## src/sv/vcrt_pkg.sv

```systemverilog
package vcrt_pkg;

   localparam logic [7:0] CSR_BPP_RESET = 8'd3;

   typedef enum logic [2:0] {
      STATUS_OK            = 3'd0,
      STATUS_BAD_PIXEL     = 3'd1,
      STATUS_SIZE_MISMATCH = 3'd2,
      STATUS_LATE          = 3'd3,
      STATUS_OUT_OF_BOUNDS = 3'd4,
      STATUS_TRUNCATED     = 3'd5
   } status_type;

   typedef enum logic [1:0] {
      ST_IDLE,
      ST_MUL_AREA,
      ST_MUL_SIZE,
      ST_JUDGE
   } state_type;

   typedef struct packed {
      logic [31:0] frame_id;
      logic [15:0] width_px;
      logic [15:0] height_px;
      logic [7:0]  pixel_bytes;
      logic [31:0] total_bytes;
      logic [31:0] chunk_offset;
      logic [15:0] chunk_bytes;
      logic [15:0] payload_avail;
   } req_payload_type;

   // Controller to datapath
   typedef struct packed {
      logic capture;
      logic mul_area;
      logic mul_size;
      logic commit;
   } ctrl_cmd_type;

   // Datapath to controller
   typedef struct packed {
      logic rsp_busy;
   } dp_status_type;

endpackage

```

## src/sv/vcrt_ifs.sv

```systemverilog
interface vcrt_csr_if;
   logic       valid;
   logic       ready;
   logic [7:0] data;
   modport source (output valid, output data, input ready);
   modport sink (input valid, input data, output ready);
endinterface

interface vcrt_req_if;
   logic        valid;
   logic        ready;
   logic [31:0] frame_id;
   logic [15:0] width_px;
   logic [15:0] height_px;
   logic [7:0]  pixel_bytes;
   logic [31:0] total_bytes;
   logic [31:0] chunk_offset;
   logic [15:0] chunk_bytes;
   logic [15:0] payload_avail;
   modport source (output valid, output frame_id, output width_px, output height_px,
                   output pixel_bytes, output total_bytes, output chunk_offset,
                   output chunk_bytes, output payload_avail, input ready);
   modport sink (input valid, input frame_id, input width_px, input height_px,
                 input pixel_bytes, input total_bytes, input chunk_offset,
                 input chunk_bytes, input payload_avail, output ready);
endinterface

interface vcrt_rsp_if;
   logic        valid;
   logic        ready;
   logic [2:0]  status;
   logic [31:0] write_offset;
   logic [15:0] write_len;
   logic        frame_done;
   logic [15:0] done_width;
   logic [15:0] done_height;
   logic [63:0] delivered_count;
   logic [63:0] dropped_count;
   modport source (output valid, output status, output write_offset, output write_len,
                   output frame_done, output done_width, output done_height,
                   output delivered_count, output dropped_count, input ready);
   modport sink (input valid, input status, input write_offset, input write_len,
                 input frame_done, input done_width, input done_height,
                 input delivered_count, input dropped_count, output ready);
endinterface

```

## src/sv/vcrt_ctrl.sv

```systemverilog
module vcrt_ctrl
   import vcrt_pkg::*;
(
   input  logic          clock,
   input  logic          reset,
   input  logic          req_valid,
   output logic          req_ready,
   input  dp_status_type dp_status,
   output ctrl_cmd_type  cmd
);

   state_type state_ff, state_in;

   always_ff @(posedge clock) begin
      if (reset) begin
         state_ff <= ST_IDLE;
      end else begin
         state_ff <= state_in;
      end
   end

   always_comb begin
      state_in = state_ff;
      case (state_ff)
         ST_IDLE: begin
            if (req_valid) state_in = ST_MUL_AREA;
         end
         ST_MUL_AREA: state_in = ST_MUL_SIZE;
         ST_MUL_SIZE: state_in = ST_JUDGE;
         ST_JUDGE: begin
            // hold until the output register can take the result
            if (!dp_status.rsp_busy) state_in = ST_IDLE;
         end
         default: state_in = ST_IDLE;
      endcase
   end

   always_comb begin
      cmd       = '0;
      req_ready = 1'b0;
      case (state_ff)
         ST_IDLE: begin
            req_ready   = 1'b1;
            cmd.capture = req_valid;
         end
         ST_MUL_AREA: cmd.mul_area = 1'b1;
         ST_MUL_SIZE: cmd.mul_size = 1'b1;
         ST_JUDGE:    cmd.commit   = !dp_status.rsp_busy;
         default: begin
            req_ready = 1'b0;
         end
      endcase
   end

endmodule

```

## src/sv/vcrt_dpath.sv

```systemverilog
module vcrt_dpath
   import vcrt_pkg::*;
(
   input  logic            clock,
   input  logic            reset,
   input  logic            csr_we,
   input  logic [7:0]      csr_data,
   input  req_payload_type req_data,
   input  ctrl_cmd_type    cmd,
   output dp_status_type   dp_status,
   input  logic            rsp_ready,
   output logic            rsp_valid,
   output logic [2:0]      rsp_status,
   output logic [31:0]     rsp_write_offset,
   output logic [15:0]     rsp_write_len,
   output logic            rsp_frame_done,
   output logic [15:0]     rsp_done_width,
   output logic [15:0]     rsp_done_height,
   output logic [63:0]     rsp_delivered_count,
   output logic [63:0]     rsp_dropped_count
);

   logic [7:0]      bpp_cfg_ff;
   req_payload_type req_ff;
   logic [31:0]     area_ff;
   logic [39:0]     size_ff;
   logic [32:0]     end_ff;

   // frame tracking state
   logic [31:0] cur_frame_ff, cur_frame_in;
   logic [31:0] cur_size_ff, cur_size_in;
   logic [32:0] rcvd_ff, rcvd_in;
   logic [15:0] cur_width_ff, cur_width_in;
   logic [15:0] cur_height_ff, cur_height_in;
   logic        open_ff, open_in;
   logic        delivered_ff, delivered_in;
   logic [63:0] deliv_total_ff, deliv_total_in;
   logic [63:0] drop_total_ff, drop_total_in;
   logic [15:0] last_width_ff, last_width_in;
   logic [15:0] last_height_ff, last_height_in;

   // output register
   logic        rsp_valid_ff, rsp_valid_in;
   status_type  status_ff, status_in;
   logic [31:0] wr_off_ff;
   logic [15:0] wr_len_ff;
   logic        done_ff, done_in;

   logic        new_frame;
   logic [32:0] rcvd_sum;

   always_ff @(posedge clock) begin
      if (reset) begin
         bpp_cfg_ff <= CSR_BPP_RESET;
      end else if (csr_we) begin
         bpp_cfg_ff <= csr_data;
      end
   end

   always_ff @(posedge clock) begin
      if (cmd.capture) req_ff <= req_data;
      if (cmd.mul_area) begin
         area_ff <= {16'b0, req_ff.width_px} * {16'b0, req_ff.height_px};
         end_ff  <= {1'b0, req_ff.chunk_offset} + {17'b0, req_ff.chunk_bytes};
      end
      if (cmd.mul_size) size_ff <= {8'b0, area_ff} * {32'b0, req_ff.pixel_bytes};
   end

   assign new_frame = !open_ff || (req_ff.frame_id != cur_frame_ff)
                      || (cur_size_ff != req_ff.total_bytes);
   assign rcvd_sum  = (new_frame ? 33'd0 : rcvd_ff) + {17'b0, req_ff.chunk_bytes};

   always_comb begin
      cur_frame_in   = cur_frame_ff;
      cur_size_in    = cur_size_ff;
      rcvd_in        = rcvd_ff;
      cur_width_in   = cur_width_ff;
      cur_height_in  = cur_height_ff;
      open_in        = open_ff;
      delivered_in   = delivered_ff;
      deliv_total_in = deliv_total_ff;
      drop_total_in  = drop_total_ff;
      last_width_in  = last_width_ff;
      last_height_in = last_height_ff;
      done_in        = 1'b0;
      status_in      = STATUS_OK;

      if (req_ff.pixel_bytes != bpp_cfg_ff) begin
         status_in = STATUS_BAD_PIXEL;
      end else if (req_ff.total_bytes == 32'd0
                   || size_ff != {8'b0, req_ff.total_bytes}) begin
         status_in = STATUS_SIZE_MISMATCH;
      end else begin
         // open a new frame; an unfinished old one counts as dropped
         if (new_frame) begin
            if (open_ff && !delivered_ff) drop_total_in = drop_total_ff + 64'd1;
            cur_frame_in  = req_ff.frame_id;
            cur_size_in   = req_ff.total_bytes;
            cur_width_in  = req_ff.width_px;
            cur_height_in = req_ff.height_px;
            rcvd_in       = 33'd0;
            delivered_in  = 1'b0;
            open_in       = 1'b1;
         end
         if (!new_frame && delivered_ff) begin
            status_in = STATUS_LATE;
         end else if (req_ff.chunk_bytes == 16'd0 || end_ff > {1'b0, req_ff.total_bytes}) begin
            status_in = STATUS_OUT_OF_BOUNDS;
         end else if (req_ff.payload_avail < req_ff.chunk_bytes) begin
            status_in = STATUS_TRUNCATED;
         end else begin
            rcvd_in = rcvd_sum;
            if (rcvd_sum >= {1'b0, req_ff.total_bytes}) begin
               deliv_total_in = deliv_total_ff + 64'd1;
               delivered_in   = 1'b1;
               last_width_in  = new_frame ? req_ff.width_px : cur_width_ff;
               last_height_in = new_frame ? req_ff.height_px : cur_height_ff;
               done_in        = 1'b1;
            end
         end
      end
   end

   always_ff @(posedge clock) begin
      if (reset) begin
         cur_frame_ff   <= '0;
         cur_size_ff    <= '0;
         rcvd_ff        <= '0;
         cur_width_ff   <= '0;
         cur_height_ff  <= '0;
         open_ff        <= 1'b0;
         delivered_ff   <= 1'b0;
         deliv_total_ff <= '0;
         drop_total_ff  <= '0;
         last_width_ff  <= '0;
         last_height_ff <= '0;
      end else if (cmd.commit) begin
         cur_frame_ff   <= cur_frame_in;
         cur_size_ff    <= cur_size_in;
         rcvd_ff        <= rcvd_in;
         cur_width_ff   <= cur_width_in;
         cur_height_ff  <= cur_height_in;
         open_ff        <= open_in;
         delivered_ff   <= delivered_in;
         deliv_total_ff <= deliv_total_in;
         drop_total_ff  <= drop_total_in;
         last_width_ff  <= last_width_in;
         last_height_ff <= last_height_in;
      end
   end

   assign rsp_valid_in = cmd.commit || (rsp_valid_ff && !rsp_ready);

   always_ff @(posedge clock) begin
      if (reset) begin
         rsp_valid_ff <= 1'b0;
      end else begin
         rsp_valid_ff <= rsp_valid_in;
      end
   end

   always_ff @(posedge clock) begin
      if (cmd.commit) begin
         status_ff <= status_in;
         wr_off_ff <= (status_in == STATUS_OK) ? req_ff.chunk_offset : 32'd0;
         wr_len_ff <= (status_in == STATUS_OK) ? req_ff.chunk_bytes : 16'd0;
         done_ff   <= done_in;
      end
   end

   assign dp_status.rsp_busy = rsp_valid_ff && !rsp_ready;

   assign rsp_valid           = rsp_valid_ff;
   assign rsp_status          = status_ff;
   assign rsp_write_offset    = wr_off_ff;
   assign rsp_write_len       = wr_len_ff;
   assign rsp_frame_done      = done_ff;
   assign rsp_done_width      = last_width_ff;
   assign rsp_done_height     = last_height_ff;
   assign rsp_delivered_count = deliv_total_ff;
   assign rsp_dropped_count   = drop_total_ff;

endmodule

```

## src/sv/video_chunk_reassembly_tracker_unit.sv

```systemverilog
// Video chunk reassembly tracker.
// Channels: req_bus carries one parsed chunk header per request; rsp_bus
// returns exactly one result per request (status, frame buffer write offset
// and length, completion flag, last delivered frame size and the delivered
// and dropped frame totals). csr_bus writes the accepted bytes-per-pixel
// value; it is always ready and must only be written while the block is idle.
// Steps: the accepting cycle captures a request, then the width*height
// multiply, the area*pixel-size multiply, then judge and commit into the
// output register. A new request is accepted only in the idle state, so
// the block takes no new request until the last one has been committed.
// Stall: the result sits in an output register; a new request is accepted
// while it waits, and the judge step holds until that register frees up.
// Reset: synchronous, active high. Clears frame tracking state and totals,
// empties the output register and sets bytes-per-pixel back to 3.
module video_chunk_reassembly_tracker_unit
   import vcrt_pkg::*;
(
   input  logic       clock,
   input  logic       reset,
   vcrt_csr_if.sink   csr_bus,
   vcrt_req_if.sink   req_bus,
   vcrt_rsp_if.source rsp_bus
);

   req_payload_type req_data;
   ctrl_cmd_type    cmd;
   dp_status_type   dp_status;
   logic            req_ready;

   // config writes never stall
   assign csr_bus.ready = 1'b1;
   assign req_bus.ready = req_ready;

   // gather the header fields into one request word
   assign req_data.frame_id      = req_bus.frame_id;
   assign req_data.width_px      = req_bus.width_px;
   assign req_data.height_px     = req_bus.height_px;
   assign req_data.pixel_bytes   = req_bus.pixel_bytes;
   assign req_data.total_bytes   = req_bus.total_bytes;
   assign req_data.chunk_offset  = req_bus.chunk_offset;
   assign req_data.chunk_bytes   = req_bus.chunk_bytes;
   assign req_data.payload_avail = req_bus.payload_avail;

   vcrt_ctrl u_ctrl (
      .clock     (clock),
      .reset     (reset),
      .req_valid (req_bus.valid),
      .req_ready (req_ready),
      .dp_status (dp_status),
      .cmd       (cmd)
   );

   vcrt_dpath u_dpath (
      .clock               (clock),
      .reset               (reset),
      .csr_we              (csr_bus.valid),
      .csr_data            (csr_bus.data),
      .req_data            (req_data),
      .cmd                 (cmd),
      .dp_status           (dp_status),
      .rsp_ready           (rsp_bus.ready),
      .rsp_valid           (rsp_bus.valid),
      .rsp_status          (rsp_bus.status),
      .rsp_write_offset    (rsp_bus.write_offset),
      .rsp_write_len       (rsp_bus.write_len),
      .rsp_frame_done      (rsp_bus.frame_done),
      .rsp_done_width      (rsp_bus.done_width),
      .rsp_done_height     (rsp_bus.done_height),
      .rsp_delivered_count (rsp_bus.delivered_count),
      .rsp_dropped_count   (rsp_bus.dropped_count)
   );

endmodule
```

## src/flat_wrapper.sv

```systemverilog
// flat-port wrapper written by rule: the top's interface ports become plain ports
module video_chunk_reassembly_tracker_unit_flat import vcrt_pkg::*;
  (clock, reset, csr_bus_valid, csr_bus_data, csr_bus_ready, req_bus_valid, req_bus_frame_id, req_bus_width_px, req_bus_height_px, req_bus_pixel_bytes, req_bus_total_bytes, req_bus_chunk_offset, req_bus_chunk_bytes, req_bus_payload_avail, req_bus_ready, rsp_bus_valid, rsp_bus_status, rsp_bus_write_offset, rsp_bus_write_len, rsp_bus_frame_done, rsp_bus_done_width, rsp_bus_done_height, rsp_bus_delivered_count, rsp_bus_dropped_count, rsp_bus_ready);
  vcrt_csr_if csr_bus_i ();
  vcrt_req_if req_bus_i ();
  vcrt_rsp_if rsp_bus_i ();
  input  logic clock;
  input  logic reset;
  input wire logic [$bits(csr_bus_i.valid)-1:0] csr_bus_valid;
  input wire logic [$bits(csr_bus_i.data)-1:0] csr_bus_data;
  output wire logic [$bits(csr_bus_i.ready)-1:0] csr_bus_ready;
  input wire logic [$bits(req_bus_i.valid)-1:0] req_bus_valid;
  input wire logic [$bits(req_bus_i.frame_id)-1:0] req_bus_frame_id;
  input wire logic [$bits(req_bus_i.width_px)-1:0] req_bus_width_px;
  input wire logic [$bits(req_bus_i.height_px)-1:0] req_bus_height_px;
  input wire logic [$bits(req_bus_i.pixel_bytes)-1:0] req_bus_pixel_bytes;
  input wire logic [$bits(req_bus_i.total_bytes)-1:0] req_bus_total_bytes;
  input wire logic [$bits(req_bus_i.chunk_offset)-1:0] req_bus_chunk_offset;
  input wire logic [$bits(req_bus_i.chunk_bytes)-1:0] req_bus_chunk_bytes;
  input wire logic [$bits(req_bus_i.payload_avail)-1:0] req_bus_payload_avail;
  output wire logic [$bits(req_bus_i.ready)-1:0] req_bus_ready;
  output wire logic [$bits(rsp_bus_i.valid)-1:0] rsp_bus_valid;
  output wire logic [$bits(rsp_bus_i.status)-1:0] rsp_bus_status;
  output wire logic [$bits(rsp_bus_i.write_offset)-1:0] rsp_bus_write_offset;
  output wire logic [$bits(rsp_bus_i.write_len)-1:0] rsp_bus_write_len;
  output wire logic [$bits(rsp_bus_i.frame_done)-1:0] rsp_bus_frame_done;
  output wire logic [$bits(rsp_bus_i.done_width)-1:0] rsp_bus_done_width;
  output wire logic [$bits(rsp_bus_i.done_height)-1:0] rsp_bus_done_height;
  output wire logic [$bits(rsp_bus_i.delivered_count)-1:0] rsp_bus_delivered_count;
  output wire logic [$bits(rsp_bus_i.dropped_count)-1:0] rsp_bus_dropped_count;
  input wire logic [$bits(rsp_bus_i.ready)-1:0] rsp_bus_ready;
  assign csr_bus_i.valid = csr_bus_valid;
  assign csr_bus_i.data = csr_bus_data;
  assign csr_bus_ready = csr_bus_i.ready;
  assign req_bus_i.valid = req_bus_valid;
  assign req_bus_i.frame_id = req_bus_frame_id;
  assign req_bus_i.width_px = req_bus_width_px;
  assign req_bus_i.height_px = req_bus_height_px;
  assign req_bus_i.pixel_bytes = req_bus_pixel_bytes;
  assign req_bus_i.total_bytes = req_bus_total_bytes;
  assign req_bus_i.chunk_offset = req_bus_chunk_offset;
  assign req_bus_i.chunk_bytes = req_bus_chunk_bytes;
  assign req_bus_i.payload_avail = req_bus_payload_avail;
  assign req_bus_ready = req_bus_i.ready;
  assign rsp_bus_valid = rsp_bus_i.valid;
  assign rsp_bus_status = rsp_bus_i.status;
  assign rsp_bus_write_offset = rsp_bus_i.write_offset;
  assign rsp_bus_write_len = rsp_bus_i.write_len;
  assign rsp_bus_frame_done = rsp_bus_i.frame_done;
  assign rsp_bus_done_width = rsp_bus_i.done_width;
  assign rsp_bus_done_height = rsp_bus_i.done_height;
  assign rsp_bus_delivered_count = rsp_bus_i.delivered_count;
  assign rsp_bus_dropped_count = rsp_bus_i.dropped_count;
  assign rsp_bus_i.ready = rsp_bus_ready;
  video_chunk_reassembly_tracker_unit u_core (.clock(clock), .reset(reset), .csr_bus(csr_bus_i), .req_bus(req_bus_i), .rsp_bus(rsp_bus_i));
endmodule
```

## config.mk

```make
export PLATFORM = sky130hd
export DESIGN_NAME = video_chunk_reassembly_tracker_unit_flat
export DESIGN_NICKNAME = d
export VERILOG_FILES = /design/src/sv/vcrt_pkg.sv /design/src/sv/vcrt_ifs.sv /design/src/sv/vcrt_ctrl.sv /design/src/sv/vcrt_dpath.sv /design/src/sv/video_chunk_reassembly_tracker_unit.sv /design/src/flat_wrapper.sv
export SDC_FILE = /design/constraint.sdc
export NUM_CORES = 2
export LEC_CHECK = 0
export BUFFER_PORTS_ARGS = -buffer_cell sky130_fd_sc_hd__buf_2
export CAP_MARGIN = 20
export CORE_MARGIN = 8
export CORE_UTILIZATION = 66
export CTS_CLUSTER_SIZE = 10
export DETAILED_ROUTE_END_ITERATION = 10
export PLACE_DENSITY = 0.93
export SLEW_MARGIN = 20
export SYNTH_ARGS = -nofsm -noshare
export SYNTH_HDL_FRONTEND = slang
export SYNTH_SLANG_ARGS = --single-unit
```

## constraint.sdc

```tcl
create_clock -name clock -period 12.43 [get_ports clock]
set_input_delay 2.486 -clock clock [delete_from_list [all_inputs] [get_ports clock]]
set_output_delay 2.486 -clock clock [all_outputs]
set_load 0.1 [all_outputs]
```

Word level (Yosys, flattened, before mapping)
Index checks and enable logic that the tools add are counted.
- input port bits: 181
- logic and storage cells: 100
- ROM bits: 0
- output and inout bits: 215
- bits in latches: 0
- register bits: 627
- memory bits (writable): 0
- memories kept: 0
- muxes and demuxes: 25
- shift-type cells: 0
- bitwise logic cells: 5
- magnitude comparators: 3
- reductions and logical operators: 23
- divide/modulo/power cells: 0
- add/sub/neg operators: 4
- $mul: 2
- equality and inequality tests: 9
- operators with widths (cell ; number):
    2-to-1 mux 33 bit ; 4
    adder 64 x 1 -> 64 bit (second input constant) ; 2
    != test 32 bit ; 2
    multiplier 32 x 8 -> 40 bit ; 1
    != test 40 x 32 -> 1 bit ; 1
    adder 32 x 16 -> 33 bit ; 1
    adder 33 x 16 -> 33 bit ; 1
    >= comparator 33 x 32 -> 1 bit ; 1
    > comparator 33 x 32 -> 1 bit ; 1
    logical NOT 32 bit ; 1
    multiplier 16 x 16 -> 32 bit ; 1
    2-to-1 mux 16 bit ; 2
    logical NOT 16 bit ; 1
    < comparator 16 bit ; 1
    2-to-1 mux 3 bit ; 5
    2-to-1 mux 1 bit ; 11
    != test 8 bit ; 1
    case mux 2 bit (4 select lines) ; 1
    AND reduction 7 bit ; 1
    logical NOT 1 bit ; 5
    logical OR 1 bit ; 5
    NOT 1 bit ; 5
    AND reduction 5 bit ; 1
    OR reduction 5 bit ; 1
    other kinds (10) ; 15

Depth between registers and ports, before layout
- depth after elaboration: 10
- gate-level depth with buffers: 32
- gate-level depth less buffers: 28

Modules after synthesis
A second synthesis with hierarchy kept.
- cells, all modules: 4492
- area, all modules: 44037.2 µm²
- modules (own cells, without submodules) (module ; times used ; cells each ; area an instance (µm²) ; seq. area each (µm²)):
    vcrt_dpath ; 1 ; 4471 ; 43838.3 ; 15765.1
    vcrt_ctrl ; 1 ; 19 ; 187.7 ; 40.0
    video_chunk_reassembly_tracker_unit ; 1 ; 2 ; 11.3 ; 0.0

Least setup slack after synthesis
Ideal clock, no wire load.
- path kind: input to register
- start point: input port rsp_bus_ready
- end point: register u_core.u_dpath.deliv_total_ff[51], in the netlist u_core.u_dpath.rsp_delivered_count[51]
- required time: 12.367 ns
- setup slack: 5.244 ns
- path buffers: 2
- stages on the path: 10
- arrival: 7.124 ns
- setup time: 0.063 ns
- path through: nor2b_1 nor2b_1 nand4b_1 or2_1 buf_2 or4_1 buf_2 or4_1 or4_1 nand2_1
- RTL lines (what ; line ; RTL):
    start: declaration ; flat_wrapper.sv:31 ; input wire logic [$bits(rsp_bus_i.ready)-1:0] rsp_bus_ready;
    end signal: assignment ; vcrt_dpath.sv:145 ; deliv_total_ff <= deliv_total_in;
    end: declaration ; vcrt_dpath.sv:37 ; logic [63:0] deliv_total_ff, deliv_total_in;

Worst setup path after layout
- start point: register u_core.u_dpath.req_ff[72] in the netlist's numbering
- end point: register u_core.u_dpath.deliv_total_ff[56], in the netlist u_core.u_dpath.rsp_delivered_count[56]
- cells in the longest elaborated chain, start to end: 6
- elaborated cells between the ends (all ways): 16
- classes of those cells: add/sub (1); order compare (2); eq/ne (2); mux (1); bitwise (3); reduce/logical (7)
- ends and longest elaborated chain (what ; line ; RTL):
    start: declaration ; vcrt_dpath.sv:24 ; req_payload_type req_ff;
    start signal: assignment ; vcrt_dpath.sv:61 ; if (cmd.capture) req_ff <= req_data;
    != test 32 bit ; vcrt_dpath.sv:70 ; || (cur_size_ff != req_ff.total_bytes);
    logical OR 1 bit ; vcrt_dpath.sv:70 ;
    2-to-1 mux 33 bit or logical NOT 1 bit (tied branches) ; vcrt_dpath.sv:71, vcrt_dpath.sv:105 ;
    adder 33 x 16 -> 33 bit or logical AND 1 bit (tied branches) ; vcrt_dpath.sv:71, vcrt_dpath.sv:105 ;
    >= comparator 33 x 32 -> 1 bit or NOT 1 bit (tied branches) ; n/a ;
    AND reduction 7 bit (no source line) (*) ; n/a ;
Every way passes the cells marked *; elsewhere a longest branch is shown, timed or not.
A chain may end at the register's enable or synchronous reset.

==> flow_summary.json <==
{
  "drtIter0Drc": 4032,
  "num_vias": 36100,
  "synth_most_common_cell": "nand2_1",
  "yosys_warnings": 0,
  "synth.avg_cell_area_sq_um": 9.78,
  "min_path_cells": 2,
  "outcome": "completed",
  "die_y_microns": 275,
  "relSlewSlack_pct": 23.0,
  "cts_tree": "built",
  "yosys.area.top_type": "edfxtp_1",
  "wl_per_cell_microns": 22.5,
  "pin_count": 396,
  "post_cts_resized": 0,
  "tightest_slew_ns": 1.16,
  "grt_pass1_wl_mm": 199,
  "finalCritPeriodShare_pct": 66.3,
  "synth_area_leaders": "edfxtp_1 22%, fa_1 17%, dfxtp_1 14%",
  "hp-class": "reg2reg",
  "drc": 0,
  "synth_area_sq_um": 44200,
  "cts_buffer_depth": 3,
  "postCtsHoldBufs": 0,
  "finalSetupViolations": 0,
  "fin_skew_ns": 0.0274,
  "cpMaxStageDelayCell": "or4_1",
  "end_kind": "flip-flop",
  "setup.worst_path.class": "reg2reg",
  "grt_use_total_pct": 33.6,
  "synth_top_area_share_pct": 22.1,
  "synth_cell_type_count": 71,
  "critical_path_peak_fanout": 80,
  "fin_setup_tns_ns": 0,
  "hold_viol": 0,
  "ys_top_cells_by_count": "644 x nand2_1, 468 x inv_1, 376 x fa_1",
  "htreeDepth": 3,
  "first_global_vias": 36800,
  "postRouteWirelength_mm": 129,
  "vias_per_cell": 6.27,
  "hpwl_mm": 92.6,
  "cp-start-kind": "flip-flop",
  "fp-row-count": 95,
  "grt_max_degree": 153,
  "synthToLayoutAreaGrowth_pct": 11.2,
  "nets": 5653,
  "firstDrtPassIters": 7,
  "fillers": 4177,
  "core_area_sq_um": 66700,
  "grt_overflow": 0,
  "synth_edf_count": 325,
  "start_util_pct": 66.3,
  "rsz0062_at_grt": "false",
  "fmax_ghz": 0.121,
  "drtAntennaViolNets": 0,
  "worstPathArrival_ns": 8.77,
  "clk_latency_ns": 0.65,
  "synth_ff_type": "edfxtp_1",
  "cts_buffers": 75,
  "cp.required_ns": 12.96,
  "syn_nets": 5356,
  "crit_top_cell": "nor2_1",
  "path_clk_slew_ns": 0.05,
  "post-route-min-period_ns": 8.24,
  "synthArstFlopShare_pct": 0,
  "portBuffers": 394,
  "die_area_sq_um": 75500,
  "drive_above_1_share_pct": 12.2,
  "ys_seq_area_share_pct": 35.8,
  "slew_violations": 0,
  "gp_congestion": 0.947,
  "reg2reg_depth": 30,
  "maxCapViolCount": 0,
  "synth-seq-cells": 627,
  "clock-sinks": 627,
  "cts_post_setup_buffers_inserted": 0,
  "antenna_found_initial": 18,
  "root_buffer": "clkbuf_16",
  "die_w_microns": 275,
  "cp_slowest_stage_delay_ns": 0.67,
  "syn_inst": 4518
}
## critical path: cells and delay by family (launching register included)
family	cells	cell delay (ns)
buffers and inverters	3	0.99
flip-flops	1	0.49
multiplexers	1	0.32
AND/OR/NAND/NOR	14	3.25
AO/OA/AOI/OAI	7	1.78
XOR/XNOR	2	0.32
adder cells (fa/ha/maj)	3	0.91
## logic make-up (layout without fill, tap and decap cells)
kind of cell             after synthesis  in the layout  synth area share [%]
buffers and inverters                676           1029                  5.77
AO/OA/AOI/OAI                        575            575                  8.18
flip-flops                           627            627                  35.8
AND/OR/NAND/NOR                     1625           1625                  17.9
other                                  1             20               0.00848
adder cells (fa/ha/maj)              657            657                  25.0
multiplexers                          86             86                  2.06
XOR/XNOR                             271            271                  5.37
## registers in the layout, summed over array words and instances, names as in the netlist
| signal | cells |
|---|---|
| u_core.u_dpath.rsp_delivered_count | 64 |
| u_core.u_dpath.rsp_write_len | 16 |
| u_core.u_dpath.rsp_dropped_count | 64 |
| u_core.u_dpath.area_ff | 32 |
| u_core.u_dpath.cur_frame_ff | 32 |
| u_core.u_dpath.rsp_status | 3 |
| u_core.u_dpath.rcvd_ff | 33 |
| u_core.u_dpath.rsp_frame_done | 1 |
| u_core.u_dpath.rsp_done_height | 16 |
| u_core.u_dpath.req_ff | 168 |
| u_core.u_dpath.rsp_valid | 1 |
| u_core.u_dpath.size_ff | 40 |
| u_core.u_ctrl.state_ff | 2 |
| u_core.u_dpath.open_ff | 1 |
| u_core.u_dpath.cur_height_ff | 16 |
| u_core.u_dpath.rsp_write_offset | 32 |
| u_core.u_dpath.cur_size_ff | 32 |
| u_core.u_dpath.end_ff | 33 |
| u_core.u_dpath.delivered_ff | 1 |
| u_core.u_dpath.bpp_cfg_ff | 8 |
| u_core.u_dpath.cur_width_ff | 16 |
| u_core.u_dpath.rsp_done_width | 16 |
## cells in the final DEF (no fill, tap or decap), types with 67 or more instances in the layout
cell type    n
buf_2      393
ha_1       279
nand2_1    644
clkbuf_16   78
nor3_1      70
xor2_1     157
o21ai_0     79
nor2_1     220
xnor2_1    114
nand4_1     67
nand3_1     90
a21oi_1    251
edfxtp_1   325
inv_1      468
dfxtp_1    302
and2_1     258
fa_1       376
## final timing paths
check                                 start                                endpoint  slack, ns
setup reg to reg  u_core.u_dpath.req_ff[72]  u_core.u_dpath.rsp_delivered_count[56]       4.19
setup / recovery  u_core.u_dpath.req_ff[72]  u_core.u_dpath.rsp_delivered_count[56]       4.19
hold / removal    u_core.u_dpath.rcvd_ff[0]               u_core.u_dpath.rcvd_ff[0]       0.44
hold reg to reg   u_core.u_dpath.rcvd_ff[0]               u_core.u_dpath.rcvd_ff[0]       0.44
## routing by layer
layer / share of wire (%) / wire (microns) / GRT usage, % / up-vias
met5: 0.019 / 24 / 0 / -
met1: 34 / 44000 / 38.6 / 17400
met4: 8.0 / 10400 / 22.3 / 4
li1: - / - / - / 15700
met3: 10 / 13100 / 7.39 / 694
met2: 48 / 61900 / 56.5 / 2351
## cell type report
cell class | instances | area (sq um) | area share [%]
Antenna cell | 19 | 47.5 | 0.0967
Clock buffer | 125 | 2160 | 4.39
Clock inverter | 8 | 131 | 0.267
Inverter | 469 | 1760 | 3.58
Multi-Input combinational cell | 3215 | 25900 | 52.7
Sequential cell | 627 | 15800 | 32.2
Tap cell | 873 | 1090 | 2.22
Timing Repair Buffer | 427 | 2240 | 4.56
## per-stage QoR
step / utilization, % / instances / area, sq um / worst slack [ns] / hold WS, ns
global placement: 70.2 / 5610 / 46800 / 4.54 / 0.431
CTS: 73.6 / 5743 / 49100 / 4.25 / 0.448
floorplan: - / 4518 / 44200 / 5.24 / 0.417
finish: 73.7 / 5763 / 49200 / 4.19 / 0.443
global route: 73.7 / 5753 / 49100 / 3.59 / 0.472
detailed placement: 70.2 / 5610 / 46800 / 4.32 / 0.436
Power is left out: the tool's default activity adds up to more than one toggle a clock period on the data nets, which glitch-free logic cannot reach.
